`config.mk`:
```
export PLATFORM = sky130hd
export DESIGN_NAME = sorted_timer_queue
export DESIGN_NICKNAME = d
export VERILOG_FILES = /design/src/rtl/stq_pkg.sv /design/src/rtl/stq_ram.sv /design/src/rtl/sorted_timer_queue.sv
export VERILOG_INCLUDE_DIRS = /design/src /design/src/rtl
export SDC_FILE = /design/constraint.sdc
export NUM_CORES = 1
export LEC_CHECK = 0
export ABC_CLOCK_PERIOD_IN_PS = 7070
export BUFFER_PORTS_ARGS = -buffer_cell sky130_fd_sc_hd__clkbuf_2
export CAP_MARGIN = 40
export CORE_MARGIN = 3
export CORE_UTILIZATION = 40
export CTS_BUF_LIST = sky130_fd_sc_hd__clkbuf_16
export CTS_CLUSTER_SIZE = 14
export DETAILED_ROUTE_END_ITERATION = 8
export GPL_ROUTABILITY_DRIVEN = 0
export SLEW_MARGIN = 10
export SYNTH_ARGS = -nofsm -noshare
export SYNTH_HDL_FRONTEND = slang
export SYNTH_SLANG_ARGS = --single-unit
export TNS_END_PERCENT = 20
```
`constraint.sdc`:
```
create_clock -name i_clk -period 7.07 [get_ports i_clk]
set_clock_uncertainty 0.15 [all_clocks]
set_input_delay 0 -clock i_clk [delete_from_list [all_inputs] [get_ports i_clk]]
set_output_delay 0 -clock i_clk [all_outputs]
set_load 0.02 [all_outputs]
```
`src/rtl/sorted_timer_queue_assert.svh`:
```
// Assertion macros for the timer queue.
`ifndef SORTED_TIMER_QUEUE_ASSERT_SVH
`define SORTED_TIMER_QUEUE_ASSERT_SVH
`ifndef ASSERT_OFF
`define STQ_ASSERT_IMPL(label, clk, rst_n, prop) \
    label: assert property (@(posedge clk) disable iff (!rst_n) prop) \
        else $error("assertion failed");
`define STQ_ASSERT_NEXT(label, clk, rst_n, ante, cons) \
    label: assert property (@(posedge clk) disable iff (!rst_n) (ante) |=> (cons)) \
        else $error("assertion failed");
`else
`define STQ_ASSERT_IMPL(label, clk, rst_n, prop)
`define STQ_ASSERT_NEXT(label, clk, rst_n, ante, cons)
`endif
`endif

```
`src/rtl/stq_pkg.sv`:
```
//------------------------------------------------------------------------------
// stq_pkg
// Shared constants and types of the sorted timer queue.
//------------------------------------------------------------------------------
`timescale 1ns / 1ps
`default_nettype none
package stq_pkg;
    localparam int SLOTS_DEF     = 16;
    localparam int TIME_BITS_DEF = 32;

    typedef enum logic [1:0] {
        K_SET    = 2'd0,
        K_CANCEL = 2'd1,
        K_TICK   = 2'd2,
        K_NONE   = 2'd3
    } t_kind;

    typedef enum logic [1:0] {
        R_SET_ACK    = 2'd0,
        R_CANCEL_ACK = 2'd1,
        R_FIRED      = 2'd2,
        R_SUMMARY    = 2'd3
    } t_rkind;
endpackage
`default_nettype wire

```
`src/rtl/stq_ram.sv`:
```
//------------------------------------------------------------------------------
// stq_ram
// Generic single-port-write, single-port-read RAM with registered read.
//------------------------------------------------------------------------------
`timescale 1ns / 1ps
`default_nettype none
module stq_ram #(
    parameter int WIDTH = 8,
    parameter int DEPTH = 16
) (
    input  wire logic                     i_clk,
    input  wire logic                     i_we,
    input  wire logic [$clog2(DEPTH)-1:0] i_waddr,
    input  wire logic [WIDTH-1:0]         i_wdata,
    input  wire logic [$clog2(DEPTH)-1:0] i_raddr,
    output logic      [WIDTH-1:0]         o_rdata
);
    logic [WIDTH-1:0] r_mem [DEPTH];

    always_ff @(posedge i_clk) begin
        if (i_we) begin
            r_mem[i_waddr] <= i_wdata;
        end
        o_rdata <= r_mem[i_raddr];
    end
endmodule
`default_nettype wire

```
`src/rtl/sorted_timer_queue.sv`:
```
//------------------------------------------------------------------------------
// sorted_timer_queue
// Deadline-ordered timer queue with a wrapping time counter.
//------------------------------------------------------------------------------
// Usage: an input item (kind, slot, delay, handler, tag) is accepted when
// i_valid is high and o_stall is low. Set and cancel items give one acknowledge
// result. A tick item gives one fired result per expired slot in deadline
// order, then a summary result. o_last marks the final result of an item.
// The block works on one item at a time. o_stall stays high from the accept
// until the final result is written, so the next item can go in the cycle after that.
// Slot payloads (deadline, handler, tag) live in a slot memory and the sorted
// order list lives in a second memory. Both memories have a registered read.
// A cancel of a queued slot searches the order list, then shifts the later
// entries down; a cancel of an idle slot, or a set of a slot out of range,
// goes straight to its result. A set of an idle slot writes the payload, scans
// the list for the first entry with a later deadline, then shifts the entries
// from there up; re-arming a queued slot first removes it as a cancel does.
// A tick on an empty queue gives its summary at once; otherwise each expired
// head is sent out and removed by shifting the entries behind it down, and a
// summary follows.
// Results go out through one output register. While the receiver stalls a held
// result, that result stays unchanged and the engine waits before it writes
// the next result. Reset clears time, the queued flags and the count. Only
// queued entries are ever read, so the memories need no clearing.
//------------------------------------------------------------------------------
`timescale 1ns / 1ps
`default_nettype none
`include "sorted_timer_queue_assert.svh"
module sorted_timer_queue import stq_pkg::*; #(
    parameter int SLOTS     = SLOTS_DEF,
    parameter int TIME_BITS = TIME_BITS_DEF
) (
    input  wire logic        i_clk,
    input  wire logic        i_rst_n,
    input  wire logic        i_valid,
    output logic             o_stall,
    input  wire logic [1:0]  i_kind,
    input  wire logic [3:0]  i_slot,
    input  wire logic [30:0] i_delay,
    input  wire logic [7:0]  i_handler,
    input  wire logic [31:0] i_tag,
    output logic             o_valid,
    input  wire logic        i_stall,
    output logic [1:0]       o_result_kind,
    output logic [3:0]       o_fired_slot,
    output logic [7:0]       o_fired_handler,
    output logic [31:0]      o_fired_tag,
    output logic             o_flag,
    output logic [30:0]      o_next_delay,
    output logic             o_none_pending,
    output logic             o_last
);
    localparam int SW = $clog2(SLOTS);
    localparam int CW = $clog2(SLOTS + 1);
    localparam int DW = TIME_BITS + 8 + 32;

    typedef enum logic [3:0] {
        S_IDLE, S_FIND_RD, S_FIND_CK, S_DEL_RD, S_DEL_WR, S_WRSLOT,
        S_INS_RD, S_INS_CK, S_SHIFT_RD, S_SHIFT_WR, S_HEAD_RD, S_HEAD_DL,
        S_HEAD_CK, S_EMIT
    } t_state;

    t_state          r_state;
    logic [TIME_BITS-1:0] r_now;
    logic [SLOTS-1:0]     r_queued;
    logic [CW-1:0]        r_occ;
    logic [CW-1:0]        r_idx;
    logic [CW-1:0]        r_pos;
    t_kind                r_kind;
    logic [3:0]           r_slot;
    logic [TIME_BITS-1:0] r_dl;
    logic [7:0]           r_hdl;
    logic [31:0]          r_tag;
    logic                 r_flag;
    logic                 r_tick;
    logic [SW-1:0]        r_head;

    // order memory
    logic          ord_we;
    logic [SW-1:0] ord_waddr, ord_wdata, ord_raddr, ord_rdata;
    // slot memory
    logic          slt_we;
    logic [SW-1:0] slt_waddr, slt_raddr;
    logic [DW-1:0] slt_wdata, slt_rdata;

    stq_ram #(.WIDTH(SW), .DEPTH(SLOTS)) u_order (
        .i_clk(i_clk), .i_we(ord_we), .i_waddr(ord_waddr), .i_wdata(ord_wdata),
        .i_raddr(ord_raddr), .o_rdata(ord_rdata)
    );
    stq_ram #(.WIDTH(DW), .DEPTH(SLOTS)) u_slots (
        .i_clk(i_clk), .i_we(slt_we), .i_waddr(slt_waddr), .i_wdata(slt_wdata),
        .i_raddr(slt_raddr), .o_rdata(slt_rdata)
    );

    logic [TIME_BITS-1:0] mem_dl;
    logic [TIME_BITS-1:0] diff;
    logic                 is_later;
    logic                 slot_ok;
    logic                 out_free;
    logic [TIME_BITS-1:0] dly_ext;

    assign mem_dl   = slt_rdata[DW-1 -: TIME_BITS];
    assign out_free = !o_valid || !i_stall;
    assign slot_ok  = ({28'd0, r_slot} < 32'(SLOTS));
    // Compare candidate (memory deadline) against reference: later when the
    // wrapped difference is nonzero with a clear top bit.
    assign diff     = mem_dl - (r_tick ? r_now : r_dl);
    assign is_later = (diff != '0) && !diff[TIME_BITS-1];
    generate
        if (TIME_BITS > 31) begin : g_wide
            assign dly_ext = {{(TIME_BITS-31){1'b0}}, i_delay};
        end else begin : g_narrow
            assign dly_ext = i_delay[TIME_BITS-1:0];
        end
    endgenerate

    // Memory address and write control follow the state.
    always_comb begin
        ord_we    = 1'b0;
        ord_waddr = r_pos[SW-1:0];
        ord_wdata = ord_rdata;
        ord_raddr = r_idx[SW-1:0];
        slt_we    = 1'b0;
        slt_waddr = r_slot[SW-1:0];
        slt_wdata = {r_dl, r_hdl, r_tag};
        slt_raddr = ord_rdata;
        unique case (r_state)
            S_DEL_WR:   ord_we = 1'b1;
            // The shift moves order[r_idx-1] up to order[r_idx].
            S_SHIFT_RD: ord_raddr = r_idx[SW-1:0] - 1'b1;
            S_SHIFT_WR: begin
                ord_we    = 1'b1;
                ord_waddr = r_idx[SW-1:0];
            end
            S_WRSLOT:   slt_we = 1'b1;
            S_INS_CK:   ord_raddr = r_idx[SW-1:0];
            S_HEAD_DL:  slt_raddr = ord_rdata;
            S_EMIT: begin
                ord_we    = (r_kind == K_SET) && slot_ok;
                ord_wdata = r_slot[SW-1:0];
            end
            default: ;
        endcase
    end

    logic        out_wr;
    logic [1:0]  w_rk;
    logic [3:0]  w_slot;
    logic [7:0]  w_h;
    logic [31:0] w_tag;
    logic        w_fl;
    logic [30:0] w_nd;
    logic        w_np;
    logic        w_last;

    // Result to load into the output register in this cycle.
    always_comb begin
        out_wr = 1'b0;
        w_rk = R_SET_ACK; w_slot = '0; w_h = '0; w_tag = '0;
        w_fl = 1'b0; w_nd = '0; w_np = 1'b0; w_last = 1'b1;
        unique case (r_state)
            S_HEAD_RD: begin
                if (r_occ == '0 && out_free) begin
                    out_wr = 1'b1;
                    w_rk   = R_SUMMARY;
                    w_np   = 1'b1;
                end
            end
            S_HEAD_CK: begin
                if (r_tick && out_free) begin
                    out_wr = 1'b1;
                    if (is_later) begin
                        w_rk = R_SUMMARY;
                        w_nd = (TIME_BITS > 31 && diff[TIME_BITS-1:0] >
                                TIME_BITS'(31'h7FFFFFFF))
                               ? 31'h7FFFFFFF : 31'(diff);
                    end else begin
                        w_rk   = R_FIRED;
                        w_slot = 4'(r_head);
                        w_h    = slt_rdata[39:32];
                        w_tag  = slt_rdata[31:0];
                        w_last = 1'b0;
                    end
                end
            end
            S_EMIT: begin
                if (out_free) begin
                    out_wr = 1'b1;
                    w_rk   = (r_kind == K_SET) ? R_SET_ACK : R_CANCEL_ACK;
                    w_slot = r_slot;
                    w_fl   = r_flag;
                end
            end
            default: ;
        endcase
    end

    always_ff @(posedge i_clk) begin
        if (!i_rst_n) begin
            r_state  <= S_IDLE;
            r_now    <= '0;
            r_queued <= '0;
            r_occ    <= '0;
            o_valid  <= 1'b0;
            o_stall  <= 1'b0;
        end else begin
            o_valid <= out_wr || (o_valid && i_stall);
            unique case (r_state)
                S_IDLE: begin
                    if (i_valid && !o_stall) begin
                        r_kind <= t_kind'(i_kind);
                        r_slot <= i_slot;
                        r_hdl  <= i_handler;
                        r_tag  <= i_tag;
                        r_dl   <= r_now + dly_ext;
                        r_idx  <= '0;
                        r_tick <= 1'b0;
                        unique case (t_kind'(i_kind))
                            K_SET, K_CANCEL: begin
                                o_stall <= 1'b1;
                                r_state <= S_FIND_RD;
                            end
                            K_TICK: begin
                                o_stall <= 1'b1;
                                r_now   <= r_now + 1'b1;
                                r_tick  <= 1'b1;
                                r_state <= S_HEAD_RD;
                            end
                            default: ;
                        endcase
                    end
                end
                S_FIND_RD: begin
                    // Look for the slot's position only if it is queued.
                    if (!slot_ok || !r_queued[r_slot[SW-1:0]]) begin
                        r_flag  <= slot_ok && (r_kind == K_SET);
                        r_state <= (slot_ok && r_kind == K_SET) ? S_WRSLOT : S_EMIT;
                    end else begin
                        r_flag  <= (r_kind == K_CANCEL);
                        r_state <= S_FIND_CK;
                    end
                end
                S_FIND_CK: begin
                    // ord_rdata holds order[r_idx]
                    if (ord_rdata == r_slot[SW-1:0]) begin
                        r_pos   <= r_idx;
                        r_idx   <= r_idx + 1'b1;
                        r_state <= S_DEL_RD;
                    end else begin
                        r_idx   <= r_idx + 1'b1;
                        if (r_idx + 1'b1 >= r_occ) begin
                            r_state <= S_DEL_RD;
                        end else begin
                            r_state <= S_FIND_RD;
                        end
                    end
                end
                S_DEL_RD: begin
                    if (r_idx >= r_occ) begin
                        r_occ    <= r_occ - 1'b1;
                        r_queued[r_slot[SW-1:0]] <= 1'b0;
                        r_state  <= r_tick ? S_HEAD_RD
                                  : ((r_kind == K_SET) ? S_WRSLOT : S_EMIT);
                        if (r_tick) r_idx <= '0;
                    end else begin
                        r_state <= S_DEL_WR;
                    end
                end
                S_DEL_WR: begin
                    r_pos   <= r_pos + 1'b1;
                    r_idx   <= r_idx + 1'b1;
                    r_state <= S_DEL_RD;
                end
                S_WRSLOT: begin
                    r_idx   <= '0;
                    r_pos   <= r_occ;
                    r_state <= (r_occ == '0) ? S_EMIT : S_INS_RD;
                end
                S_INS_RD: begin
                    r_state <= S_INS_CK;
                end
                S_INS_CK: begin
                    r_state <= S_HEAD_CK;
                end
                S_HEAD_CK: begin
                    // Slot data of order[r_idx] is now in slt_rdata.
                    if (r_tick) begin
                        if (is_later) begin
                            if (out_free) begin
                                o_stall <= 1'b0;
                                r_state <= S_IDLE;
                            end
                        end else if (out_free) begin
                            r_slot  <= 4'(r_head);
                            r_pos   <= '0;
                            r_idx   <= CW'(1);
                            r_state <= S_DEL_RD;
                        end
                    end else if (is_later) begin
                        r_pos   <= r_idx;
                        r_idx   <= r_occ;
                        r_state <= S_SHIFT_RD;
                    end else if (r_idx + 1'b1 >= r_occ) begin
                        r_pos   <= r_occ;
                        r_state <= S_EMIT;
                    end else begin
                        r_idx   <= r_idx + 1'b1;
                        r_state <= S_INS_RD;
                    end
                end
                S_SHIFT_RD: begin
                    // Move order[r_idx-1] up to r_idx, from the top down.
                    if (r_idx == r_pos) begin
                        r_state <= S_EMIT;
                    end else begin
                        r_state <= S_SHIFT_WR;
                    end
                end
                S_SHIFT_WR: begin
                    r_idx   <= r_idx - 1'b1;
                    r_state <= S_SHIFT_RD;
                end
                S_HEAD_RD: begin
                    r_idx <= '0;
                    if (r_occ == '0) begin
                        if (out_free) begin
                            o_stall <= 1'b0;
                            r_state <= S_IDLE;
                        end
                    end else begin
                        r_state <= S_HEAD_DL;
                    end
                end
                S_HEAD_DL: begin
                    r_head  <= ord_rdata;
                    r_state <= S_HEAD_CK;
                end
                S_EMIT: begin
                    if (out_free) begin
                        if (r_kind == K_SET && slot_ok) begin
                            r_occ <= r_occ + 1'b1;
                            r_queued[r_slot[SW-1:0]] <= 1'b1;
                        end
                        o_stall <= 1'b0;
                        r_state <= S_IDLE;
                    end
                end
                default: r_state <= S_IDLE;
            endcase
        end
        if (out_wr) begin
            o_result_kind   <= w_rk;
            o_fired_slot    <= w_slot;
            o_fired_handler <= w_h;
            o_fired_tag     <= w_tag;
            o_flag          <= w_fl;
            o_next_delay    <= w_nd;
            o_none_pending  <= w_np;
            o_last          <= w_last;
        end
    end

    // Occupancy never exceeds the slot count.
    `STQ_ASSERT_IMPL(a_occ_range, i_clk, i_rst_n, r_occ <= CW'(SLOTS))
    // The input side is closed whenever the engine is busy.
    `STQ_ASSERT_IMPL(a_busy_stall, i_clk, i_rst_n, (r_state != S_IDLE) |-> o_stall)
    // The queued count and the number of queued flags agree when idle.
    `STQ_ASSERT_IMPL(a_occ_flags, i_clk, i_rst_n,
        (r_state == S_IDLE) |-> ($countones(r_queued) == int'(r_occ)))
    // The tag of a held result does not change while stalled.
    `STQ_ASSERT_NEXT(a_hold, i_clk, i_rst_n, o_valid && i_stall, $stable(o_fired_tag))
endmodule
`default_nettype wire

```
==> metrics.yaml <==
run_status:
  status: "completed"
clock_network:
  clockBufferDepth: 3
  cts.sinks: 1525
  path_clk_slew_ns: 0.06
  htree_levels: 4
  worstSkewPairLatency_ns: 0.78
  cts_tree: "yes"
  numCtsBuffers: 158
  root_buffer: "clkbuf_16"
timing:
  finalHoldViolations: 0
  rsz0062_at_grt: "no"
  drv_slew: 0
  period_share_pct: 78.47
  finalCriticalPeriod_ns: 5.548
  worstMarginPinSlew_ns: 0.9499
  fmax_ghz: 0.1803
  setup-tns-final_ns: 0
  whs_ns: 0.2093
  setup_violations: 0
  maxSlewHeadroom_pct: 36.55
worst_setup_path:
  path_max_fanout: 17
  cp-end-kind: "flop"
  critPathRequiredTime_ns: 7.30
  worst_setup_path_start_kind: "flop"
  critPathArrivalTime_ns: 5.78
  worst-setup-path-type: "reg -> reg"
logic_synthesis:
  synth_cells: 3230
  ys_seq_area_share_pct: 72.27
  synth_top_family_by_area: "multiplexers"
  yosys.area_share.simple_pct: 4.729
  synth_compound_area_share_pct: 3.565
  synth_warnings: 0
  synthArstFlopShare_pct: 0
  synth-xor-area-share_pct: 1.396
  synth_enable_flop_cells: 1390
  synth_flop_cell: "edfxtp_1"
  avgSynthCellArea_um2: 19.04
  syn_nets: 3393
  synth_mux_area_share_pct: 15.09
  synthAdderAreaFrac_pct: 1.705
  ys_seq_elements: 1525
  ys_types: 81
  syn_area_um2: 61490
placement:
  placed_cell_area_um2: 65290
  post-dp-hpwl_um: 83330
  io_buffers: 162
global_route:
  grt_start_max_net_pins: 128
  grt_usage_pct: 18.95
  grt_pass1_wl_um: 220800
  first_global_vias: 32010
  grt_antenna_before_repair: 4
  grt_overflow: 0
floorplan:
  dieArea_um2: 158500
  ios: 163
  row_count: 143
  die_y_um: 398.1
  coreArea_um2: 152300
  initial_core_util_pct: 40.39
  chipWidth_um: 398.1
route:
  antenna_left: 0
  vias: 32080
  routed_wl_um: 150200
  drcViolationCount: 0
  viasPerCell: 5.568
  drt-initial-drc-count: 3249
  wl_per_cell_um: 26.08
  dr.pass1.iters: 5
cells_and_area:
  layout-drive-gt1-share_pct: 23.57
  nets: 3762
  fillers: 12640
  finalInstanceArea_um2: 71950
  area.growth.synth_to_final_pct: 17.01
  multi_input_area_um2: 16440
  layout.area.seq_um2: 44460
power_and_ir_drop:
  leakagePower_nw: 24.00
  irDropWorstVdd_v: 0.0004171
  finalPower_mw: 26.68
  p_per_area_nw_per_um2: 370.9
min_path:
  hp-class: "in -> reg"
job:
  cap_viol_max_count: 0
[Yosys cell counts, types with 54 or more instances]
library cell | n | area, um2
xnor2_1 | 63 | 551.8
nor2_1 | 114 | 427.9
and3_1 | 74 | 462.9
clkbuf_1 | 118 | 442.9
mux2i_1 | 54 | 540.5
nand2_1 | 120 | 450.4
a21oi_1 | 70 | 350.3
mux4_2 | 385 | 8671
edfxtp_1 | 1390 | 41740
ha_1 | 79 | 988.5
and2_1 | 56 | 350.3
o21ai_0 | 58 | 290.3
dfxtp_1 | 135 | 2703
[critical path, stage by stage (launching register included)]
cell	delay (ns)
edfxtp_1	0.86
mux2i_1	0.16
ha_1	0.49
nand2_1	0.17
or3_1	0.41
o22a_1	0.18
o31a_1	0.14
a221oi_2	0.40
o21ai_0	0.15
a211oi_1	0.31
or3_1	0.22
o21a_1	0.40
buf_4	0.33
nor2_1	0.09
a211oi_1	0.68
[per-layer routing]
metal  global-route usage, %  share of wire (%)
met3                   2.960                5.7
met5                       0             0.0087
met1                   27.86                 45
met2                   29.85                 48
met4                   4.401                1.9
[kinds of logic after synthesis]
group | count (synthesis)
simple gates | 563
flops | 1525
compound gates | 321
xor+xnor | 98
mux | 445
buf+inv | 196
fa+ha+maj | 82
[cells in the final DEF, fill, tap and decap left out, drive strengths merged, types with 29 or more instances in the layout]
cell and n:
dfxtp 135, clkbuf 322, nor3 29, dlygate4sd3 142, buf 61, nor2 115, nor2b 37, inv 76
ha 79, and2 56, edfxtp 1390, nand3 45, mux2i 54, mux4 385, o21ai 62, a21o 29
a21oi 71, xnor2 63, nand2 120, clkinv 79, xor2 35, and3 74
[report_power, final]
group | leakage [nW] | switching, mW | internal [mW] | total [mW]
Combinational | 7.79 | 3.66 | 3.40 | 7.06
Sequential | 13.5 | 0.780 | 10.6 | 11.4
Clock | 2.68 | 3.54 | 4.71 | 8.25
Total | 24.0 | 7.98 | 18.7 | 26.7
[timing repair]
item / CTS / global route
setup buffers: 0 / 0
endpoints found under the hold margin: 161 / 0
resized for setup: 0 / 0
hold buffers: 142 / 0
[stage by stage]
| stage | utilization (%) | setup WS (ns) | instances |
|---|---|---|---|
| floorplan | - | 1.655 | 3230 |
| global placement | 42.69 | 1.536 | 5315 |
| detailed placement | 42.88 | 1.549 | 5327 |
| CTS | 47.25 | 1.543 | 5760 |
| global route | 47.25 | 1.159 | 5760 |
| finish | 47.26 | 1.522 | 5761 |
[final timing paths]
path	from	to	slack (ns)	cells past startpoint
max	r_dl[17]	r_idx[4]	1.52	14
min	i_delay[1]	r_dl[1]	0.21	5
max reg2reg	r_dl[17]	r_idx[4]	1.52	14
min reg2reg	flop	flop	0.34	2
[flip-flops by register name, summed over array words and instances (netlist names), 8 cells and up, named ones only]
name and flops:
o_fired_handler 8, o_fired_tag 32, o_next_delay 31, r_dl 32
r_hdl 8, r_now 32, r_tag 32, u_order.r_mem 64
u_slots.o_rdata 72, u_slots.r_mem 1152
[cell type report]
class	instances	area share [%]
sequential	1525	61.79
multi-input combinational	1509	22.85
clock buffer	160	5.565
timing repair buffer	365	4.333
tap	2030	3.530
clock inverter	131	1.723
inverter	40	0.2121
antenna	1	0.003478
No activity file was read; power rests on OpenSTA's default activity.
